--- config.mk ---
export PLATFORM = sky130hd
export DESIGN_NAME = config_text_tokenizer_unit
export DESIGN_NICKNAME = d
export VERILOG_FILES = /design/src/rtl/core/ctt_pkg.sv /design/src/rtl/core/ctt_front.sv /design/src/rtl/core/ctt_queue.sv /design/src/rtl/core/ctt_back.sv /design/src/rtl/core/config_text_tokenizer_unit.sv
export SDC_FILE = /design/constraint.sdc
export NUM_CORES = 1
export LEC_CHECK = 0
export BUFFER_PORTS_ARGS = -buffer_cell sky130_fd_sc_hd__buf_2
export CAP_MARGIN = 20
export CORE_ASPECT_RATIO = 2
export CORE_MARGIN = 4
export CORE_UTILIZATION = 36
export DETAILED_ROUTE_END_ITERATION = 8
export HOLD_SLACK_MARGIN = 0.02
export PLACE_DENSITY = 0.58
export SETUP_SLACK_MARGIN = 0.05
export SLEW_MARGIN = 10
export SYNTH_ARGS = -nofsm -noshare
export SYNTH_HDL_FRONTEND = slang
export SYNTH_SLANG_ARGS = --single-unit
--- constraint.sdc ---
create_clock -name clk -period 2.7 [get_ports clk]
set_clock_uncertainty 0.05 [all_clocks]
set_input_delay 0.135 -clock clk [delete_from_list [all_inputs] [get_ports clk]]
set_output_delay 0.135 -clock clk [all_outputs]
set_load 0.01 [all_outputs]
--- src/rtl/core/ctt_pkg.sv ---
`timescale 1ns / 1ps

package ctt_pkg;

    // Results one input byte can cause at most.
    localparam int MAX_RESULTS = 3;
    localparam int SLOT_W      = $clog2(MAX_RESULTS);
    localparam int QUEUE_DEPTH = 4;

    // Result kinds
    localparam logic [1:0] KIND_CHAR = 2'd0;
    localparam logic [1:0] KIND_END  = 2'd1;
    localparam logic [1:0] KIND_EOS  = 2'd2;
    localparam logic [1:0] KIND_ERR  = 2'd3;

    // Token types
    localparam logic [1:0] TYPE_WORD   = 2'd0;
    localparam logic [1:0] TYPE_QUOTED = 2'd1;
    localparam logic [1:0] TYPE_DELIM  = 2'd2;

    // Input opcodes
    localparam logic OP_DATA = 1'b0;
    localparam logic OP_END  = 1'b1;

    // Character codes
    localparam logic [7:0] CH_HASH   = 8'h23;
    localparam logic [7:0] CH_SQUOTE = 8'h27;
    localparam logic [7:0] CH_DQUOTE = 8'h22;
    localparam logic [7:0] CH_CR     = 8'h0D;
    localparam logic [7:0] CH_LF     = 8'h0A;
    localparam logic [7:0] CH_AT     = 8'h40;
    localparam logic [7:0] CH_LBRACE = 8'h7B;
    localparam logic [7:0] CH_RBRACE = 8'h7D;
    localparam logic [7:0] CH_LPAREN = 8'h28;
    localparam logic [7:0] CH_RPAREN = 8'h29;
    localparam logic [7:0] CH_COMMA  = 8'h2C;
    localparam logic [7:0] CH_SEMI   = 8'h3B;
    localparam logic [7:0] CH_COLON  = 8'h3A;
    localparam logic [7:0] CH_SPACE  = 8'h20;
    localparam logic [7:0] CH_TAB    = 8'h09;
    localparam logic [7:0] CH_VT     = 8'h0B;
    localparam logic [7:0] CH_FF     = 8'h0C;

    typedef enum logic [1:0] {
        MODE_IDLE,
        MODE_WORD,
        MODE_SQ,
        MODE_DQ
    } mode_t;

    typedef enum logic [1:0] {
        CD_NONE,
        CD_COMMENT,
        CD_KEPT
    } cdec_t;

    typedef struct packed {
        logic       opcode;
        logic [7:0] text_byte;
    } in_item_t;

    typedef struct packed {
        logic [1:0] result_kind;
        logic [7:0] token_char;
        logic [1:0] token_type;
        logic       last_of_run;
    } out_item_t;

    // All results of one input byte, slot 0 first.
    typedef struct packed {
        logic [1:0]                        count;
        out_item_t [MAX_RESULTS-1:0]       slot;
    } run_t;

endpackage

--- src/rtl/core/ctt_front.sv ---
`timescale 1ns / 1ps

module ctt_front
    import ctt_pkg::*;
(
    input  logic     clk,
    input  logic     rst_n,
    input  logic     push,
    input  in_item_t in_item,
    input  logic     q_full,
    output logic     enq_valid,
    output run_t     enq_run
);

    mode_t mode_reg, mode_next;
    cdec_t cd_reg, cd_next;
    logic  sq_par_reg, sq_par_next;
    logic  dq_par_reg, dq_par_next;
    logic  err_reg, err_next;
    logic  fin_reg, fin_next;

    logic       accept;
    logic [7:0] c;
    logic       is_blank, is_mid, is_quoted, is_word, hash_opens;
    run_t       run;

    function automatic out_item_t mk(input logic [1:0] kind, input logic [7:0] ch,
                                     input logic [1:0] ttype);
        out_item_t r;
        r.result_kind = kind;
        r.token_char  = ch;
        r.token_type  = ttype;
        r.last_of_run = 1'b0;
        return r;
    endfunction

    assign accept     = push && !q_full;
    assign c          = in_item.text_byte;
    assign is_blank   = (c == CH_SPACE) || (c == CH_TAB) || (c == CH_VT) || (c == CH_FF);
    assign is_mid     = (c == CH_LBRACE) || (c == CH_RBRACE) || (c == CH_LPAREN) ||
                        (c == CH_RPAREN) || (c == CH_COMMA) || (c == CH_SEMI) ||
                        (c == CH_COLON);
    assign is_quoted  = (mode_reg == MODE_SQ) || (mode_reg == MODE_DQ);
    assign is_word    = (mode_reg == MODE_WORD);
    // first hash on the line, not quoted: the rest of the line is a comment
    assign hash_opens = (c == CH_HASH) && (cd_reg == CD_NONE) && !(sq_par_reg || dq_par_reg);

    // next state
    always_comb
    begin
        mode_next   = mode_reg;
        cd_next     = cd_reg;
        sq_par_next = sq_par_reg;
        dq_par_next = dq_par_reg;
        err_next    = err_reg;
        fin_next    = fin_reg;
        priority if (err_reg || fin_reg)
        begin
        end
        else if (in_item.opcode == OP_END)
        begin
            mode_next   = MODE_IDLE;
            cd_next     = CD_NONE;
            sq_par_next = 1'b0;
            dq_par_next = 1'b0;
            if (is_quoted)
                err_next = 1'b1;
            else
                fin_next = 1'b1;
        end
        else if (c == CH_CR)
        begin
        end
        else if (c == CH_LF)
        begin
            mode_next   = MODE_IDLE;
            cd_next     = CD_NONE;
            sq_par_next = 1'b0;
            dq_par_next = 1'b0;
            if (is_quoted)
                err_next = 1'b1;
        end
        else if (cd_reg == CD_COMMENT)
        begin
        end
        else if (hash_opens)
        begin
            cd_next   = CD_COMMENT;
            mode_next = MODE_IDLE;
            if (is_quoted)
                err_next = 1'b1;
        end
        else
        begin
            if ((c == CH_HASH) && (cd_reg == CD_NONE))
                cd_next = CD_KEPT;
            if (cd_reg == CD_NONE)
            begin
                if (c == CH_SQUOTE)
                    sq_par_next = !sq_par_reg;
                else if (c == CH_DQUOTE)
                    dq_par_next = !dq_par_reg;
            end
            unique case (mode_reg)
                MODE_IDLE:
                begin
                    if (is_blank)
                        mode_next = MODE_IDLE;
                    else if (c == CH_SQUOTE)
                        mode_next = MODE_SQ;
                    else if (c == CH_DQUOTE)
                        mode_next = MODE_DQ;
                    else if ((c == CH_AT) || is_mid)
                        mode_next = MODE_IDLE;
                    else
                        mode_next = MODE_WORD;
                end
                MODE_WORD:
                begin
                    if (is_blank || is_mid)
                        mode_next = MODE_IDLE;
                end
                MODE_SQ:
                begin
                    if (c == CH_SQUOTE)
                        mode_next = MODE_IDLE;
                end
                MODE_DQ:
                begin
                    if (c == CH_DQUOTE)
                        mode_next = MODE_IDLE;
                end
                default: mode_next = MODE_IDLE;
            endcase
        end
    end

    // results of this byte
    always_comb
    begin
        run = '0;
        priority if (err_reg)
        begin
            run.count   = 2'd1;
            run.slot[0] = mk(KIND_ERR, 8'd0, TYPE_WORD);
        end
        else if (fin_reg)
        begin
            run.count   = 2'd1;
            run.slot[0] = mk(KIND_EOS, 8'd0, TYPE_WORD);
        end
        else if (in_item.opcode == OP_END)
        begin
            if (is_quoted)
            begin
                run.count   = 2'd1;
                run.slot[0] = mk(KIND_ERR, 8'd0, TYPE_WORD);
            end
            else if (is_word)
            begin
                run.count   = 2'd2;
                run.slot[0] = mk(KIND_END, 8'd0, TYPE_WORD);
                run.slot[1] = mk(KIND_EOS, 8'd0, TYPE_WORD);
            end
            else
            begin
                run.count   = 2'd1;
                run.slot[0] = mk(KIND_EOS, 8'd0, TYPE_WORD);
            end
        end
        else if ((c == CH_CR) || (c != CH_LF && cd_reg == CD_COMMENT))
        begin
        end
        else if ((c == CH_LF) || hash_opens)
        begin
            if (is_quoted)
            begin
                run.count   = 2'd1;
                run.slot[0] = mk(KIND_ERR, 8'd0, TYPE_WORD);
            end
            else if (is_word)
            begin
                run.count   = 2'd1;
                run.slot[0] = mk(KIND_END, 8'd0, TYPE_WORD);
            end
        end
        else
        begin
            unique case (mode_reg)
                MODE_IDLE:
                begin
                    if ((c == CH_AT) || is_mid)
                    begin
                        run.count   = 2'd2;
                        run.slot[0] = mk(KIND_CHAR, c, TYPE_DELIM);
                        run.slot[1] = mk(KIND_END, 8'd0, TYPE_DELIM);
                    end
                    else if (!is_blank && c != CH_SQUOTE && c != CH_DQUOTE)
                    begin
                        run.count   = 2'd1;
                        run.slot[0] = mk(KIND_CHAR, c, TYPE_WORD);
                    end
                end
                MODE_WORD:
                begin
                    if (is_blank)
                    begin
                        run.count   = 2'd1;
                        run.slot[0] = mk(KIND_END, 8'd0, TYPE_WORD);
                    end
                    else if (is_mid)
                    begin
                        run.count   = 2'd3;
                        run.slot[0] = mk(KIND_END, 8'd0, TYPE_WORD);
                        run.slot[1] = mk(KIND_CHAR, c, TYPE_DELIM);
                        run.slot[2] = mk(KIND_END, 8'd0, TYPE_DELIM);
                    end
                    else
                    begin
                        run.count   = 2'd1;
                        run.slot[0] = mk(KIND_CHAR, c, TYPE_WORD);
                    end
                end
                MODE_SQ, MODE_DQ:
                begin
                    run.count = 2'd1;
                    if ((mode_reg == MODE_SQ && c == CH_SQUOTE) ||
                        (mode_reg == MODE_DQ && c == CH_DQUOTE))
                        run.slot[0] = mk(KIND_END, 8'd0, TYPE_QUOTED);
                    else
                        run.slot[0] = mk(KIND_CHAR, c, TYPE_QUOTED);
                end
                default: run.count = 2'd0;
            endcase
        end
        // mark the final result of the byte
        if (run.count != 2'd0)
            run.slot[SLOT_W'(run.count - 2'd1)].last_of_run = 1'b1;
    end

    assign enq_valid = accept && (run.count != 2'd0);
    assign enq_run   = run;

    always_ff @(posedge clk or negedge rst_n)
    begin
        if (!rst_n)
        begin
            mode_reg   <= MODE_IDLE;
            cd_reg     <= CD_NONE;
            sq_par_reg <= 1'b0;
            dq_par_reg <= 1'b0;
            err_reg    <= 1'b0;
            fin_reg    <= 1'b0;
        end
        else if (accept)
        begin
            mode_reg   <= mode_next;
            cd_reg     <= cd_next;
            sq_par_reg <= sq_par_next;
            dq_par_reg <= dq_par_next;
            err_reg    <= err_next;
            fin_reg    <= fin_next;
        end
    end

`ifndef SYNTHESIS
    a_err_sticky: assert property (@(posedge clk) disable iff (!rst_n)
        err_reg |=> err_reg)
        else $error("format error flag dropped");

    a_err_fin_excl: assert property (@(posedge clk) disable iff (!rst_n)
        !(err_reg && fin_reg))
        else $error("error and end of stream both latched");
`endif

endmodule

--- src/rtl/core/ctt_queue.sv ---
`timescale 1ns / 1ps

module ctt_queue
    import ctt_pkg::*;
#(
    parameter int DEPTH = QUEUE_DEPTH
)
(
    input  logic clk,
    input  logic rst_n,
    input  logic enq_valid,
    input  run_t enq_run,
    output logic q_full,
    output logic head_valid,
    output run_t head_run,
    input  logic deq
);

    localparam int PTR_W = (DEPTH > 1) ? $clog2(DEPTH) : 1;
    localparam int CNT_W = $clog2(DEPTH + 1);

    run_t             entry_reg [DEPTH];
    logic [PTR_W-1:0] wr_ptr_reg, wr_ptr_next;
    logic [PTR_W-1:0] rd_ptr_reg, rd_ptr_next;
    logic [CNT_W-1:0] count_reg, count_next;
    logic             do_enq, do_deq;

    assign q_full     = (count_reg == CNT_W'(DEPTH));
    assign head_valid = (count_reg != '0);
    assign head_run   = entry_reg[rd_ptr_reg];
    assign do_enq     = enq_valid && !q_full;
    assign do_deq     = deq && head_valid;

    always_comb
    begin
        wr_ptr_next = wr_ptr_reg;
        rd_ptr_next = rd_ptr_reg;
        count_next  = count_reg;
        if (do_enq)
            wr_ptr_next = (wr_ptr_reg == PTR_W'(DEPTH - 1)) ? '0 : wr_ptr_reg + PTR_W'(1);
        if (do_deq)
            rd_ptr_next = (rd_ptr_reg == PTR_W'(DEPTH - 1)) ? '0 : rd_ptr_reg + PTR_W'(1);
        if (do_enq && !do_deq)
            count_next = count_reg + CNT_W'(1);
        else if (do_deq && !do_enq)
            count_next = count_reg - CNT_W'(1);
    end

    always_ff @(posedge clk)
    begin
        if (do_enq)
            entry_reg[wr_ptr_reg] <= enq_run;
    end

    always_ff @(posedge clk or negedge rst_n)
    begin
        if (!rst_n)
        begin
            wr_ptr_reg <= '0;
            rd_ptr_reg <= '0;
            count_reg  <= '0;
        end
        else
        begin
            wr_ptr_reg <= wr_ptr_next;
            rd_ptr_reg <= rd_ptr_next;
            count_reg  <= count_next;
        end
    end

`ifndef SYNTHESIS
    a_count_bound: assert property (@(posedge clk) disable iff (!rst_n)
        count_reg <= CNT_W'(DEPTH))
        else $error("run queue over depth");
`endif

endmodule

--- src/rtl/core/ctt_back.sv ---
`timescale 1ns / 1ps

module ctt_back
    import ctt_pkg::*;
(
    input  logic      clk,
    input  logic      rst_n,
    input  logic      head_valid,
    input  run_t      head_run,
    output logic      deq,
    output logic      empty,
    input  logic      pop,
    output out_item_t out_item
);

    logic [SLOT_W-1:0] idx_reg, idx_next;
    logic              take, at_last;

    assign empty    = !head_valid;
    assign out_item = head_run.slot[idx_reg];
    assign take     = pop && head_valid;
    assign at_last  = (idx_reg == SLOT_W'(head_run.count - 2'd1));
    assign deq      = take && at_last;

    always_comb
    begin
        idx_next = idx_reg;
        if (take)
            idx_next = at_last ? '0 : idx_reg + SLOT_W'(1);
    end

    always_ff @(posedge clk or negedge rst_n)
    begin
        if (!rst_n)
            idx_reg <= '0;
        else
            idx_reg <= idx_next;
    end

`ifndef SYNTHESIS
    a_idx_in_run: assert property (@(posedge clk) disable iff (!rst_n)
        head_valid |-> (idx_reg < SLOT_W'(head_run.count)))
        else $error("slot index beyond run length");
`endif

endmodule

--- src/rtl/core/config_text_tokenizer_unit.sv ---
`timescale 1ns / 1ps

// A taken byte's run is registered in the run queue; empty falls once it reaches the head.
// Throughput: one byte per cycle while the queue has room and each byte yields at most one
//   result; a byte yielding k results holds the port for k pops, and pops set the pace then.
// The run queue (DEPTH entries) lets the front keep taking bytes while results wait.
// Reset (rst_n low, asynchronous): between tokens, parities and comment state clear,
//   error and end-of-stream flags clear, run queue empties.

module config_text_tokenizer_unit
    import ctt_pkg::*;
#(
    parameter int DEPTH = QUEUE_DEPTH
)
(
    input  logic      clk,
    input  logic      rst_n,
    input  logic      push,
    output logic      full,
    input  in_item_t  in_item,
    output logic      empty,
    input  logic      pop,
    output out_item_t out_item
);

    logic enq_valid;
    run_t enq_run;
    logic q_full;
    logic head_valid;
    run_t head_run;
    logic deq;

    // Front: classify each byte, advance the tokenizer state, and build the
    // run of results it causes (zero to three beats).
    ctt_front u_front (
        .clk       (clk),
        .rst_n     (rst_n),
        .push      (push),
        .in_item   (in_item),
        .q_full    (q_full),
        .enq_valid (enq_valid),
        .enq_run   (enq_run)
    );

    // Queue of runs: drop empty runs at the front, hold the rest here so the
    // front and the result side stall independently.
    ctt_queue #(
        .DEPTH (DEPTH)
    ) u_queue (
        .clk        (clk),
        .rst_n      (rst_n),
        .enq_valid  (enq_valid),
        .enq_run    (enq_run),
        .q_full     (q_full),
        .head_valid (head_valid),
        .head_run   (head_run),
        .deq        (deq)
    );

    // Back: hand out the head run one beat per pop, then release it.
    ctt_back u_back (
        .clk        (clk),
        .rst_n      (rst_n),
        .head_valid (head_valid),
        .head_run   (head_run),
        .deq        (deq),
        .empty      (empty),
        .pop        (pop),
        .out_item   (out_item)
    );

    // A byte is taken whenever the queue has room for its run.
    assign full = q_full;

endmodule

Yosys cells after proc, flatten, opt, wreduce, memory -nomap -nowiden
Memory sizes are Yosys's and may differ from the RTL's.
Cells that the tools add are included.
W data, S select, Z words.
Storage, ports and cells
  flip-flop bits (word level): 17
  RAM bits: 164
  logic and storage cells: 208
  memories kept: 1
Memory list
  u_queue.entry_reg: words 4, bits a word 41, read ports 1, clocked after memory_dff 0, write ports 1, RTL line ctt_queue.sv:22  | run_t entry_reg [DEPTH];
Operators by class
  add/subtract/negate cells: 7
  magnitude comparators: 3
  eq/ne operators: 35
  multiplexer cells: 92
  bitwise gates (word level): 2
  reductions and logical operators: 58
Operators with widths (count)
  $mux W13: 13
  $mux W26: 5
  $eq A8 B6 Y1 const B: 9
  $mux W2: 30
  $mux W12: 4
  $mux W41: 1
  $eq A8 B4 Y1 const B: 5
  $bwmux W39: 1
  $mux W39: 1
  $pmux W13 S3: 1
  $mux W1: 27
  $bmux W13 S2: 1
  $demux W13 S2: 1
  $pmux W13 S2: 1
  $mux W25: 1
  $eq A8 B7 Y1 const B: 3
  $logic_or A1 B1 Y1: 17
  $logic_and A1 B1 Y1: 16
  $ne A8 B6 Y1 const B: 2
  $reduce_bool A3 Y1: 5
  $reduce_and A7 Y1: 2
  $mux W11: 1
  $ne A5 B3 Y1 const B: 2
  $reduce_and A5 Y1: 2
  26 further kinds: 46

Logic depth before layout (Yosys ltp)
Gate-level depths: netlist (run 1).
  depth after elaboration: 22
  gate-level depth with buffers: 12
  depth with buffers taken out: 11

Cells and area by module
A second synthesis (run 1) with hierarchy kept.
Unflattened totals
  cell total of the unflattened synthesis: 471
  area, all modules: 8006.4 µm²
Modules (own cells, without submodules)
  ctt_queue: times used 1, cells an instance 252, area each 6429.9 µm²
  ctt_front: times used 1, cells an instance 159, area each 1161.1 µm²
  ctt_back: times used 1, cells an instance 60, area each 415.4 µm²

Worst setup path before layout (run 1)
OpenSTA, ideal clock, no wires.
  path type: register to register
  start point: register u_queue.rd_ptr_reg[0]
  end point: register u_queue.count_reg[2]
  arrival time: 2.678 ns
  required time: 2.571 ns
  slack: -0.107 ns
  cell stages (with the launch flop): 12
  buffers on the path: 1
  path through: dfrtp_1 -> mux4_2 -> xnor2_1 -> mux2i_1 -> or2_1 -> clkbuf_1 -> ha_1 -> inv_1 -> fa_1 -> xor2_1 -> nor2_1 -> xor2_1
On the way
  cells in the longest elaborated chain, start to end: 8
  elaborated cells on any way between the ends: 10
  those cells by class: add/sub: 1; eq/ne: 1; mux: 1; reduce/logical: 6; memory: 1
RTL lines
  start: declaration: RTL line ctt_queue.sv:24  | logic [PTR_W-1:0] rd_ptr_reg, rd_ptr_next;
  start signal: assignment: RTL line ctt_queue.sv:66  | rd_ptr_reg <= rd_ptr_next;
  $mem_v2 Z4 W41 (*)
  $sub A2 B1 Y2 (*): RTL line ctt_back.sv:22  | assign at_last = (idx_reg == SLOT_W'(head_run.count - 2'd1));
  $eq A2 B2 Y1 (*): RTL line ctt_back.sv:22
  $logic_and A1 B1 Y1 (*): RTL line ctt_back.sv:23  | assign deq = take && at_last;
  $logic_and A1 B1 Y1 (*): RTL line ctt_queue.sv:32  | assign do_deq = deq && head_valid;
  $logic_not A1 Y1: RTL line ctt_queue.sv:43  | if (do_enq && !do_deq)
  $logic_and A1 B1 Y1: RTL line ctt_queue.sv:43
  $mux W3 / $reduce_bool A2 Y1 (equally long branches)
  end signal: assignment: RTL line ctt_queue.sv:67  | count_reg <= count_next;
  end: declaration: RTL line ctt_queue.sv:25  | logic [CNT_W-1:0] count_reg, count_next;
Every way passes the cells marked *; elsewhere a longest branch is shown, timed or not.
A chain may end at the register's enable or synchronous reset.

Worst setup path after layout (run 1)
  start point: register u_front.dq_par_reg
  end point: register u_queue.count_reg[1]
On the way
  elaborated cells on any way between the ends: 17
  those cells by class: mux: 6; reduce/logical: 11
RTL lines
  start: declaration: RTL line ctt_front.sv:18  | logic dq_par_reg, dq_par_next;
  start signal: assignment: RTL line ctt_front.sv:260  | dq_par_reg <= dq_par_next;
  $logic_or A1 B1 Y1: RTL line ctt_front.sv:46  | assign hash_opens = (c == CH_HASH) && (cd_reg == CD_NONE) && !(sq_par_reg || dq_par_reg);
  $logic_not A1 Y1: RTL line ctt_front.sv:46
  $logic_and A1 B1 Y1: RTL line ctt_front.sv:46
  $logic_or A1 B1 Y1: RTL line ctt_front.sv:174  | else if ((c == CH_LF) || hash_opens)
  $mux W2: RTL line ctt_front.sv:174
  $mux W41: RTL line ctt_front.sv:171  | else if ((c == CH_CR) || (c != CH_LF && cd_reg == CD_COMMENT))
  $mux W2: RTL line ctt_front.sv:152  | else if (in_item.opcode == OP_END)
  $mux W2: RTL line ctt_front.sv:147  | else if (fin_reg)
  $mux W2: RTL line ctt_front.sv:142  | priority if (err_reg)
  $reduce_bool A2 Y1: RTL line ctt_front.sv:241  | assign enq_valid = accept && (run.count != 2'd0);
  $logic_and A1 B1 Y1: RTL line ctt_front.sv:241
  $logic_and A1 B1 Y1: RTL line ctt_queue.sv:31  | assign do_enq = enq_valid && !q_full;
  via u_queue.do_enq: RTL line ctt_queue.sv:26  | logic do_enq, do_deq;
  $logic_and A1 B1 Y1: RTL line ctt_queue.sv:43
  $mux W3: RTL line ctt_queue.sv:43
  via u_queue.count_next[1]: RTL line ctt_queue.sv:25
The timed path passes the listed nets, and every way through them passes these cells.

==> results of run 1 <==
[cell usage in the layout (no fill, tap or decap), drive strengths merged, types with 3 or more instances in the layout]
| cell type | synthesis | final |
|---|---|---|
| o31ai | 3 | 3 |
| bufinv | 0 | 4 |
| clkinv | 1 | 4 |
| a211oi | 3 | 3 |
| mux2i | 6 | 6 |
| a21oi | 14 | 14 |
| o21ai | 17 | 17 |
| nor2 | 21 | 21 |
| nand2b | 9 | 9 |
| or4 | 3 | 3 |
| ha | 6 | 6 |
| nand3b | 3 | 3 |
| inv | 11 | 11 |
| and2 | 16 | 16 |
| buf | 12 | 88 |
| nand2 | 26 | 26 |
| nand3 | 4 | 4 |
| mux2 | 4 | 4 |
| dfrtp | 17 | 17 |
| conb | 1 | 4 |
| edfxtp | 116 | 116 |
| clkbuf | 3 | 23 |
| o41ai | 4 | 4 |
| nor2b | 4 | 4 |
| nor3b | 3 | 3 |
| nor3 | 14 | 14 |
| a21o | 3 | 3 |
| or4b | 3 | 3 |
| mux4 | 29 | 29 |
[power by group through the flow]
stage / Sequential (mW) / Clock [mW] / Combinational, mW
floorplan: 2.74 / 0 / 1.46
global placement: 2.76 / 0 / 2.18
detailed placement: 2.79 / 0 / 2.21
CTS: 2.75 / 2.47 / 2.24
global route: 2.78 / 2.57 / 2.39
finish: 2.75 / 2.42 / 2.18
[routing by layer]
layer,GRT usage [%],wire [um]
met5,0,0
met4,6.470,335
met3,3.616,422
met2,29.09,7775
met1,15.33,4865
[layout make-up]
class | count | area, um2
clock buffers | 23 | 478.0
well taps | 204 | 255.2
fillers | 1437 | 8801
repair buffers | 90 | 663.1
inverters | 12 | 45.04
multi-input cells | 231 | 2048
flip-flops and latches | 133 | 3910
clock inverters | 9 | 150.1
[worst max-delay path by stage]
stage                                                 start                               end  slack (ps)  depth (start not counted)
final                        u_front.dq_par_reg$_DFFE_PN0P_  u_queue.count_reg[1]$_DFFE_PN0P_         -90                          9
after global routing         u_front.dq_par_reg$_DFFE_PN0P_  u_queue.count_reg[1]$_DFFE_PN0P_        -160                          9
after CTS                 u_queue.rd_ptr_reg[0]$_DFFE_PN0P_  u_queue.count_reg[2]$_DFFE_PN0P_         -70                         10
after detailed placement                         in_item[4]  u_queue.count_reg[2]$_DFFE_PN0P_        -170                         12
after global placement                           in_item[4]  u_queue.count_reg[2]$_DFFE_PN0P_        -110                         12
after floorplan           u_queue.rd_ptr_reg[0]$_DFFE_PN0P_  u_queue.count_reg[2]$_DFFE_PN0P_         -40                         11
[repair_timing]
item | 4_1_cts | 5_1_grt
hold endpoints to repair | 18 | 0
resized for setup | 0 | 3
endpoints found under the setup margin | 2 | 78
pin swaps | 2 | 2
hold buffers | 2 | 0
buffers inserted | 2 | 1
[per-stage QoR]
| step | cells | hold WS, ps | instance area (um2) |
|---|---|---|---|
| 2_1_floorplan | 391 | -210.6 | 6053 |
| 3_3_place_gp | 665 | 39.87 | 6863 |
| 3_5_place_dp | 665 | 48.72 | 6863 |
| 4_1_cts | 701 | 105.4 | 7526 |
| 5_1_grt | 702 | 132.8 | 7550 |
| 6_report | 702 | 107.4 | 7550 |
[tightest hold or removal path: cells and delay by family]
family                 cells  cell delay (ps)
AO/OA/AOI/OAI              1              100
AND/OR/NAND/NOR            2              180
buffers and inverters      1               90
[logic make-up after synthesis]
| logic type | Yosys count |
|---|---|
| AO/OA/AOI/OAI | 58 |
| XOR/XNOR | 4 |
| adder cells (fa/ha/maj) | 7 |
| buffers and inverters | 27 |
| flip-flops | 133 |
| multiplexers | 39 |
| other | 1 |
| AND/OR/NAND/NOR | 119 |
==> flow_summary.yaml, run 1 <==
grt:
  globalRoute.totalOverflow: 0
  largest_net_degree_at_the_start_of_global_routing: 30
  grt_usage_pct: 15.23
  initial_antenna_violation_count: 0
  global_route_wire_length_before_repair_um: 21490
  number_of_global_route_vias_before_repair: 3955
setup_path:
  slowest_stage: "sky130_fd_sc_hd__or4b_4"
  critical_path.top_delay_family: "simple AND/OR/NAND/NOR gates"
  reg2reg_setup_slack_ps: -90
  critical-path-max-stage-delay_ps: 560
  crit_reg_reg_endpoint: "u_queue.count_reg[1]$_DFFE_PN0P_"
  worst_ep_arrival_time_ps: 3030
  critPathLaunchType: "flip-flop"
  path_max_fanout: 2
  cp-end-kind: "flip-flop"
  reg2regPathDepth: 9
  worstReg2RegStart: "u_front.dq_par_reg$_DFFE_PN0P_"
  crit_type: "reg2reg"
  worstPathCellList: "or4b_4 -> nor4b_4 -> a31oi_4 -> nand4_2 -> a41oi_4 -> ha_2 -> inv_2 -> fa_2 -> mux2_2"
  path_buf_inv: 1
  worst_ep_required_time_ps: 2950
timing:
  slew_headroom_pct: 62.73
  fin_tns_setup_ps: -85.90
  timing_worst_slew_pin_value_ps: 553.2
  maxSlewViolCount: 0
  fmax_ghz: 0.3590
  timing.final.crit_share_pct: 103.2
  final_worst_path_period_need_ps: 2786
  setup_violations: 1
  rsz0062_at_grt: "true"
  finalWorstSetupSlack_ps: -85.90
  final_hold_viol_count: 0
floorplan:
  core_area_um2: 16350
  pin_count: 28
  die_w_um: 99.46
  floorplan.initialDensity_pct: 36.83
  floorplan.die_area_um2: 18990
  die-height_um: 190.9
  floorplan.rows: 66
detailed_routing:
  vias_per_cell: 5.251
  drtPass1Iterations: 4
  dr.first_iter.drc_count: 245
  number_of_nets_with_antenna_violations_after_detailed_routing: 0
  aggregate_routed_wire_length_um: 13400
  detail_route.wl_per_cell_um: 19.09
  drc_errors: 0
  dr_total_vias: 3686
power_and_ir_drop:
  share_seq_of_total_power_pct: 37.4
  switching_share_pct: 28.07
  power.static_leakage_nw: 2.826
  peakVddDrop_v: 0.0004649
  portion_of_total_power_attributed_to_combinational_logic_pct: 29.7
  cell_internal_pwr_mw: 5.286
  share_clk_of_total_power_pct: 33.0
  power.total_mw: 7.349
  power.density_cell_area_nw_per_um2: 973.4
  net-switching-power_mw: 2.063
place:
  gpl.final_weighted_congestion: 0.9431
  placement.io_buffers: 27
  detailed_place_hpwl_um: 9184
  placement.setup.worst_slack_ps: -168.3
hold_path:
  worst_hold_check_path_type: "in2reg"
  hold-path-endpoint: "u_back.idx_reg[0]$_DFFE_PN0P_"
  hold_path_depth: 4
  hold_path_startpoint: "pop"
status:
  run_status: "finished with violations"
  violations: "negative setup slack"
final_layout:
  number_of_flip_flops_under_the_largest_register_name: 116
  final_core_util_pct: 46.17
  antenna_cells: 0
  final_layout_size_suffix_gt1_share_pct: 35.54
  finish.net_count: 505
  areaGrowthSynthToFinish_pct: 25.37
synthesis:
  netlist.area_leader.share_pct: 57.84
  fraction_of_the_mapped_netlist_area_in_compound_gates_pct: 6.773
  synth_xor_xnor_area_share_pct: 0.5818
  ys_seq_elements: 133
  syn_inst: 388
  number_of_synthesized_flops_with_an_enable_pin: 116
  yosys-top-cells-area: "sky130_fd_sc_hd__edfxtp_1 58%, sky130_fd_sc_hd__mux4_2 11%, sky130_fd_sc_hd__dfrtp_1 7.1%"
  syn-mean-instance-area_um2: 15.52
  synth_simple_gate_area_share_pct: 11.53
  post_synth_fa_ha_maj_area_fraction_pct: 1.579
  synth_top_family_by_area: "multiplexers"
  ys_warn_count: 0
  synth.cell_area_um2: 6022
  yosysTopAreaCell: "sky130_fd_sc_hd__edfxtp_1"
  ys_async_rst_share_pct: 12.78
  synth_sequential_area_ratio_pct: 64.91
  yosys.cell_count.top_type: "sky130_fd_sc_hd__edfxtp_1"
  yosys-top-cells-count: "116 x sky130_fd_sc_hd__edfxtp_1, 29 x sky130_fd_sc_hd__mux4_2, 25 x sky130_fd_sc_hd__nand2_1, 21 x sky130_fd_sc_hd__nor2_1, 17 x sky130_fd_sc_hd__dfrtp_1"
  number_of_library_cell_types_mapped_by_synthesis: 62
  ys.flop_type: "sky130_fd_sc_hd__edfxtp_1"
  muxShareOfSynthArea_pct: 12.72
clock_network:
  htreeDepth: 4
  cts-buffers-inserted: 17
  clkSlewWorstSetupHoldPaths_ps: 60
  clockRootBuffer: "sky130_fd_sc_hd__clkbuf_16"
  numClockSinks: 133
  clockBufferDepth: 2
  clock_tree_from_tritoncts: "yes"
  clock_latency_ps: 410
flow_run:
  max_cap_violations: 0
No activity file was read; power rests on OpenSTA's default activity.
==> run 2: changes to the inputs <==
--- a/config.mk
+++ b/config.mk
@@ -13,7 +13,6 @@
 export DETAILED_ROUTE_END_ITERATION = 8
 export HOLD_SLACK_MARGIN = 0.02
 export PLACE_DENSITY = 0.58
-export SETUP_SLACK_MARGIN = 0.05
 export SLEW_MARGIN = 10
 export SYNTH_ARGS = -nofsm -noshare
 export SYNTH_HDL_FRONTEND = slang
==> run 2 against run 1 <==
The run still ends with negative setup slack left. Hold slack worse by 51 ps. Non-clock buffer count is 8 higher. Critical path depth stayed put. First-iteration DRC count down 9.4%. Power shrank 2.5%. Global-route usage about the same. Clock power is 12% lower. Fmax grew 1.5%. Combinational power up 6%.
==> flow_summary.yaml, run 2 (same netlist as run 1, synthesis figures left out) <==
hold_path:
  hold_path_depth: 2
  worst_hold_check_path_type: "in2reg"
  hold_path_startpoint: "in_item[8]"
  hold-path-endpoint: "u_front.fin_reg$_DFFE_PN0P_"
grt:
  initial_antenna_violation_count: 0
  grt_usage_pct: 15.19
  globalRoute.totalOverflow: 0
  number_of_global_route_vias_before_repair: 4028
  largest_net_degree_at_the_start_of_global_routing: 30
  global_route.usage.met2_pct: 29.79
  global_route_wire_length_before_repair_um: 21510
  grt_util_met1_pct: 14.95
  globalRoute.busiestLayer: "met2"
  grtUsageMet3_pct: 3.104
timing:
  fmax_ghz: 0.3642
  maxSlewViolCount: 0
  timing.final.crit_share_pct: 101.7
  slew_headroom_pct: 65.90
  final_hold_viol_count: 0
  rsz0062_at_grt: "true"
  timing_worst_slew_pin_value_ps: 507.7
  finalWorstSetupSlack_ps: -45.65
  setup_violations: 1
  final_worst_path_period_need_ps: 2746
floorplan:
  core_area_um2: 16350
  die-height_um: 190.9
  die_w_um: 99.46
  floorplan.rows: 66
  floorplan.die_area_um2: 18990
  floorplan.initialDensity_pct: 36.83
  pin_count: 28
setup_path:
  crit_type: "reg2reg"
  worstReg2RegStart: "u_front.sq_par_reg$_DFFE_PN0P_"
  critPathLaunchType: "flip-flop"
  worstPathCellList: "or4b_4 -> nor4b_4 -> a31oi_2 -> nand4_2 -> a41oi_4 -> ha_4 -> inv_2 -> fa_2 -> mux2_2"
  path_buf_inv: 1
  path_max_fanout: 2
  worst_ep_required_time_ps: 2940
  critical-path-max-stage-delay_ps: 550
  cp-end-kind: "flip-flop"
  reg2reg_setup_slack_ps: -50
  worst_ep_arrival_time_ps: 2990
  reg2regPathDepth: 9
  slowest_stage: "sky130_fd_sc_hd__or4b_4"
  crit_reg_reg_endpoint: "u_queue.count_reg[1]$_DFFE_PN0P_"
  critical_path.top_delay_family: "simple AND/OR/NAND/NOR gates"
final_layout:
  final_core_util_pct: 45.99
  layout.cells.most_common: "sky130_fd_sc_hd__edfxtp_1"
  antenna_cells: 0
  finish.net_count: 513
  postLayoutCellArea_um2: 7520
  final_layout_size_suffix_gt1_share_pct: 35.25
  final_cell_mix: "116 x sky130_fd_sc_hd__edfxtp_1, 66 x sky130_fd_sc_hd__buf_4, 29 x sky130_fd_sc_hd__mux4_2"
  non_filler_instances: 709
  areaGrowthSynthToFinish_pct: 24.87
  number_of_flip_flops_under_the_largest_register_name: 116
status:
  run_status: "finished with violations"
  violations: "negative setup slack"
clock_network:
  htreeDepth: 4
  clock_latency_ps: 410
  clkSlewWorstSetupHoldPaths_ps: 60
  clockBufferDepth: 2
  clockRootBuffer: "sky130_fd_sc_hd__clkbuf_16"
  cts-buffers-inserted: 17
  numClockSinks: 133
  clock_tree_from_tritoncts: "yes"
place:
  placement_cell_area_um2: 6858
  placement.io_buffers: 27
  dp.cells: 665
  detailed_place_hpwl_um: 9473
  placement.setup.worst_slack_ps: -143.1
  gpl.final_weighted_congestion: 0.8841
detailed_routing:
  drc_errors: 0
  number_of_nets_with_antenna_violations_after_detailed_routing: 0
  drtPass1Iterations: 4
  dr.first_iter.drc_count: 222
  detail_route.wl_per_cell_um: 19.05
  vias_per_cell: 5.205
  dr_total_vias: 3690
  aggregate_routed_wire_length_um: 13510
flow_run:
  max_cap_violations: 0
power_and_ir_drop:
  peakVddDrop_v: 0.0004615
  power.static_leakage_nw: 2.817
  power.density_cell_area_nw_per_um2: 953.3
-- run 2: how the worst max path moves through the flow --
stage                                             endpoint  slack, ps  cells after the start                               from
after global routing      u_queue.count_reg[1]$_DFFE_PN0P_       -150                      9     u_front.sq_par_reg$_DFFE_PN0P_
after floorplan           u_queue.count_reg[2]$_DFFE_PN0P_        -40                     11  u_queue.rd_ptr_reg[0]$_DFFE_PN0P_
final                     u_queue.count_reg[1]$_DFFE_PN0P_        -50                      9     u_front.sq_par_reg$_DFFE_PN0P_
after detailed placement  u_queue.count_reg[2]$_DFFE_PN0P_       -140                     12                         in_item[4]
after global placement    u_queue.count_reg[1]$_DFFE_PN0P_       -100                      9     u_front.dq_par_reg$_DFFE_PN0P_
after CTS                 u_queue.count_reg[1]$_DFFE_PN0P_        -50                      9     u_front.sq_par_reg$_DFFE_PN0P_
-- run 2: per-layer routing --
layer  part of all wire [%]  vias to the layer above
li1                       -                     1720
met5                      0                        -
met3                    2.8                       21
met4                    2.6                        0
met1                     35                     1884
met2                     60                       65
-- run 2: layout make-up --
| type | instances | area [um2] |
|---|---|---|
| fillers | 1511 | 8831 |
| flip-flops and latches | 133 | 3910 |
| multi-input cells | 231 | 2043 |
| repair buffers | 98 | 720.7 |
| clock buffers | 18 | 429.2 |
| well taps | 204 | 255.2 |
| clock inverters | 13 | 116.4 |
| inverters | 12 | 45.04 |
-- run 2: power by group --
group	internal, mW	leakage (nW)	switching, mW	total (mW)
Clock	1.33	0.261	0.794	2.12
Sequential	2.61	1.34	0.132	2.74
Combinational	1.14	1.22	1.16	2.30
-- run 2: through the flow --
stage	hold WS, ps	power, mW	setup TNS [ps]
floorplan	-210.6	4.198	-57.69
global route	60.81	7.566	-278.2
CTS	35.34	7.251	-50.55
detailed placement	48.59	5.013	-257.2
finish	56.07	7.168	-45.65
global placement	33.81	4.954	-197.7
-- run 2: repair_timing --
item                                    in CTS  in global routing
gates cloned                                 0                  0
gates resized for setup                      1                  4
buffers inserted                            12                  0
pin swaps                                    8                  3
hold endpoints to repair                    17                  0
hold buffers                                 1                  0
endpoints found under the setup margin       2                 18
==> run 3: changes to the inputs <==
--- a/config.mk
+++ b/config.mk
@@ -5,14 +5,14 @@
 export SDC_FILE = /design/constraint.sdc
 export NUM_CORES = 1
 export LEC_CHECK = 0
-export BUFFER_PORTS_ARGS = -buffer_cell sky130_fd_sc_hd__buf_2
 export CAP_MARGIN = 20
 export CORE_ASPECT_RATIO = 2
 export CORE_MARGIN = 4
 export CORE_UTILIZATION = 36
 export DETAILED_ROUTE_END_ITERATION = 8
+export DONT_BUFFER_PORTS = 1
 export HOLD_SLACK_MARGIN = 0.02
-export PLACE_DENSITY = 0.58
+export PLACE_DENSITY = 0.57
 export SLEW_MARGIN = 10
 export SYNTH_ARGS = -nofsm -noshare
 export SYNTH_HDL_FRONTEND = slang
==> run 3 against run 2 <==
The run still ends with negative setup slack left. Cell area fell by 2.4%. Non-clock buffer count is 45 lower. Wire length shrank 0.84%. Sequential power about the same. Die area is the same. Via count down 4.1%. Worst setup slack got worse by 2.4 ps. Clock power grew 12%. Fmax about the same. Sequential share of layout area grew 1.3 points. Hold slack worse by 22 ps.
==> flow_summary.yaml, run 3 (same netlist as run 1, synthesis figures left out) <==
grt:
  global_route_wire_length_before_repair_um: 21470
  initial_antenna_violation_count: 0
  largest_net_degree_at_the_start_of_global_routing: 30
  grt_usage_pct: 15.28
  globalRoute.totalOverflow: 0
  number_of_global_route_vias_before_repair: 3878
status:
  run_status: "finished with violations"
  violations: "negative setup slack"
clock_network:
  numClockSinks: 133
  clock_tree_from_tritoncts: "yes"
  clockRootBuffer: "sky130_fd_sc_hd__clkbuf_16"
  clockBufferDepth: 2
  clkSlewWorstSetupHoldPaths_ps: 60
  cts-buffers-inserted: 17
  htreeDepth: 4
  clock_latency_ps: 410
floorplan:
  core_area_um2: 16350
  floorplan.die_area_um2: 18990
  die-height_um: 190.9
  floorplan.initialDensity_pct: 36.83
  pin_count: 28
  floorplan.rows: 66
  die_w_um: 99.46
final_layout:
  layout.cells.most_common: "sky130_fd_sc_hd__edfxtp_1"
  postLayoutCellArea_um2: 7340
  sequential_cell_area_um2: 3910
  final_layout_size_suffix_gt1_share_pct: 27.55
  antenna_cells: 0
  fillCellCount: 1490
  multi_input_gate_area_in_the_final_layout_um2: 2039
  finish.net_count: 468
  areaGrowthSynthToFinish_pct: 21.88
  number_of_flip_flops_under_the_largest_register_name: 116
  final_cell_mix: "116 x sky130_fd_sc_hd__edfxtp_1, 38 x sky130_fd_sc_hd__buf_4, 29 x sky130_fd_sc_hd__mux4_2"
timing:
  fin_tns_setup_ps: -48.01
  final_worst_path_period_need_ps: 2748
  fmax_ghz: 0.3639
  final_hold_viol_count: 0
  timing.final.crit_share_pct: 101.8
  fin_worst_hold_slack_ps: 33.95
  rsz0062_at_grt: "true"
  timing_worst_slew_pin_value_ps: 802.8
  finalWorstSetupSlack_ps: -48.01
  maxSlewViolCount: 0
  slew_headroom_pct: 46.30
  setup_violations: 1
flow_run:
  max_cap_violations: 0
power_and_ir_drop:
  power.static_leakage_nw: 2.645
  power.total_mw: 7.200
  power.density_cell_area_nw_per_um2: 980.9
  peakVddDrop_v: 0.0005233
detailed_routing:
  detail_route.wl_per_cell_um: 20.14
  number_of_nets_with_antenna_violations_after_detailed_routing: 0
  vias_per_cell: 5.322
  drtPass1Iterations: 4
  drc_errors: 0
  aggregate_routed_wire_length_um: 13390
  dr.first_iter.drc_count: 235
  dr_total_vias: 3539
hold_path:
  worst_hold_check_path_type: "in2reg"
  hold-path-endpoint: "u_queue.entry_reg[0][8]$_DFFE_PP_"
  hold_path_depth: 1
  hold_path_startpoint: "in_item[5]"
setup_path:
  reg2regPathDepth: 9
  critPathLaunchType: "flip-flop"
  worst_ep_required_time_ps: 2950
  worstReg2RegStart: "u_front.sq_par_reg$_DFFE_PN0P_"
  crit_reg_reg_endpoint: "u_queue.count_reg[1]$_DFFE_PN0P_"
  reg2reg_setup_slack_ps: -50
  path_max_fanout: 4
  worst_ep_arrival_time_ps: 2990
  cp-end-kind: "flip-flop"
  crit_type: "reg2reg"
place:
  placement_cell_area_um2: 6550
  placement.io_buffers: 0
  gpl.final_weighted_congestion: 0.8841
  detailed_place_hpwl_um: 9189
[run 3: changes by cell type in the layout (fill, tap and decap cells not counted), sizes merged]
cell	change
buf	-55
clkinv	-1
bufinv	+2
dlygate4sd3	+10
[run 3: repair_timing]
action | in CTS | in global routing
hold buffers | 11 | 0
endpoints found under the hold margin | 63 | 0
setup buffers | 5 | 2
pin swaps | 2 | 7
setup endpoints to repair | 2 | 2
resized for setup | 0 | 2
[run 3: worst max-delay path by stage]
stage,cells after the start,startpoint,endpoint
after floorplan,11,u_queue.rd_ptr_reg[0]$_DFFE_PN0P_,u_queue.count_reg[2]$_DFFE_PN0P_
after global placement,10,u_queue.rd_ptr_reg[0]$_DFFE_PN0P_,u_queue.count_reg[2]$_DFFE_PN0P_
after detailed placement,11,in_item[4],u_queue.count_reg[2]$_DFFE_PN0P_
after CTS,9,u_front.dq_par_reg$_DFFE_PN0P_,u_queue.count_reg[1]$_DFFE_PN0P_
after global routing,10,u_queue.rd_ptr_reg[0]$_DFFE_PN0P_,u_queue.count_reg[2]$_DFFE_PN0P_
final,9,u_front.sq_par_reg$_DFFE_PN0P_,u_queue.count_reg[1]$_DFFE_PN0P_
[run 3: per-stage QoR]
| step | std cells | utilization [%] | setup slack [ps] |
|---|---|---|---|
| after floorplan | 391 | - | -43.64 |
| after global placement | 615 | 40.06 | -13.42 |
| after detailed placement | 615 | 40.06 | -72.47 |
| after CTS | 663 | 44.72 | -10.32 |
| after global routing | 665 | 44.89 | -118.1 |
| final | 665 | 44.89 | -48.01 |
[run 3: power breakdown]
part	leakage (nW)	total [mW]	internal, mW	switching, mW
logic	1.01	2.10	0.990	1.11
clock network	0.297	2.37	1.54	0.830
registers	1.34	2.74	2.61	0.126
total	2.65	7.20	5.14	2.06
[run 3: layout make-up]
class                      count  share of cell area [%]
clock inverter                14                   2.523
multi-input combinational    231                   27.79
timing repair buffer          53                   6.478
clock buffer                  18                   5.847
sequential                   133                   53.27
tap                          204                   3.478
inverter                      12                  0.6137
[run 3: layer usage]
layer	wire [um]	share of wire, %	vias to the layer above	global-route usage, %
li1	-	-	1643	-
met1	4854	36	1805	15.13
met2	7696	57	68	28.99
met3	424	3.2	23	4.018
met4	415	3.1	0	6.891
met5	0	0	-	0
[run 3: critical path, stage by stage (launching register included)]
cell and delay [ps]:
sky130_fd_sc_hd__dfrtp_1 410, sky130_fd_sc_hd__or4b_4 510, sky130_fd_sc_hd__nor4b_4 320, sky130_fd_sc_hd__a31oi_2 80, sky130_fd_sc_hd__nand4_2 120, sky130_fd_sc_hd__a41oi_4 170
sky130_fd_sc_hd__ha_4 220, sky130_fd_sc_hd__inv_2 50, sky130_fd_sc_hd__fa_2 420, sky130_fd_sc_hd__mux2_2 260
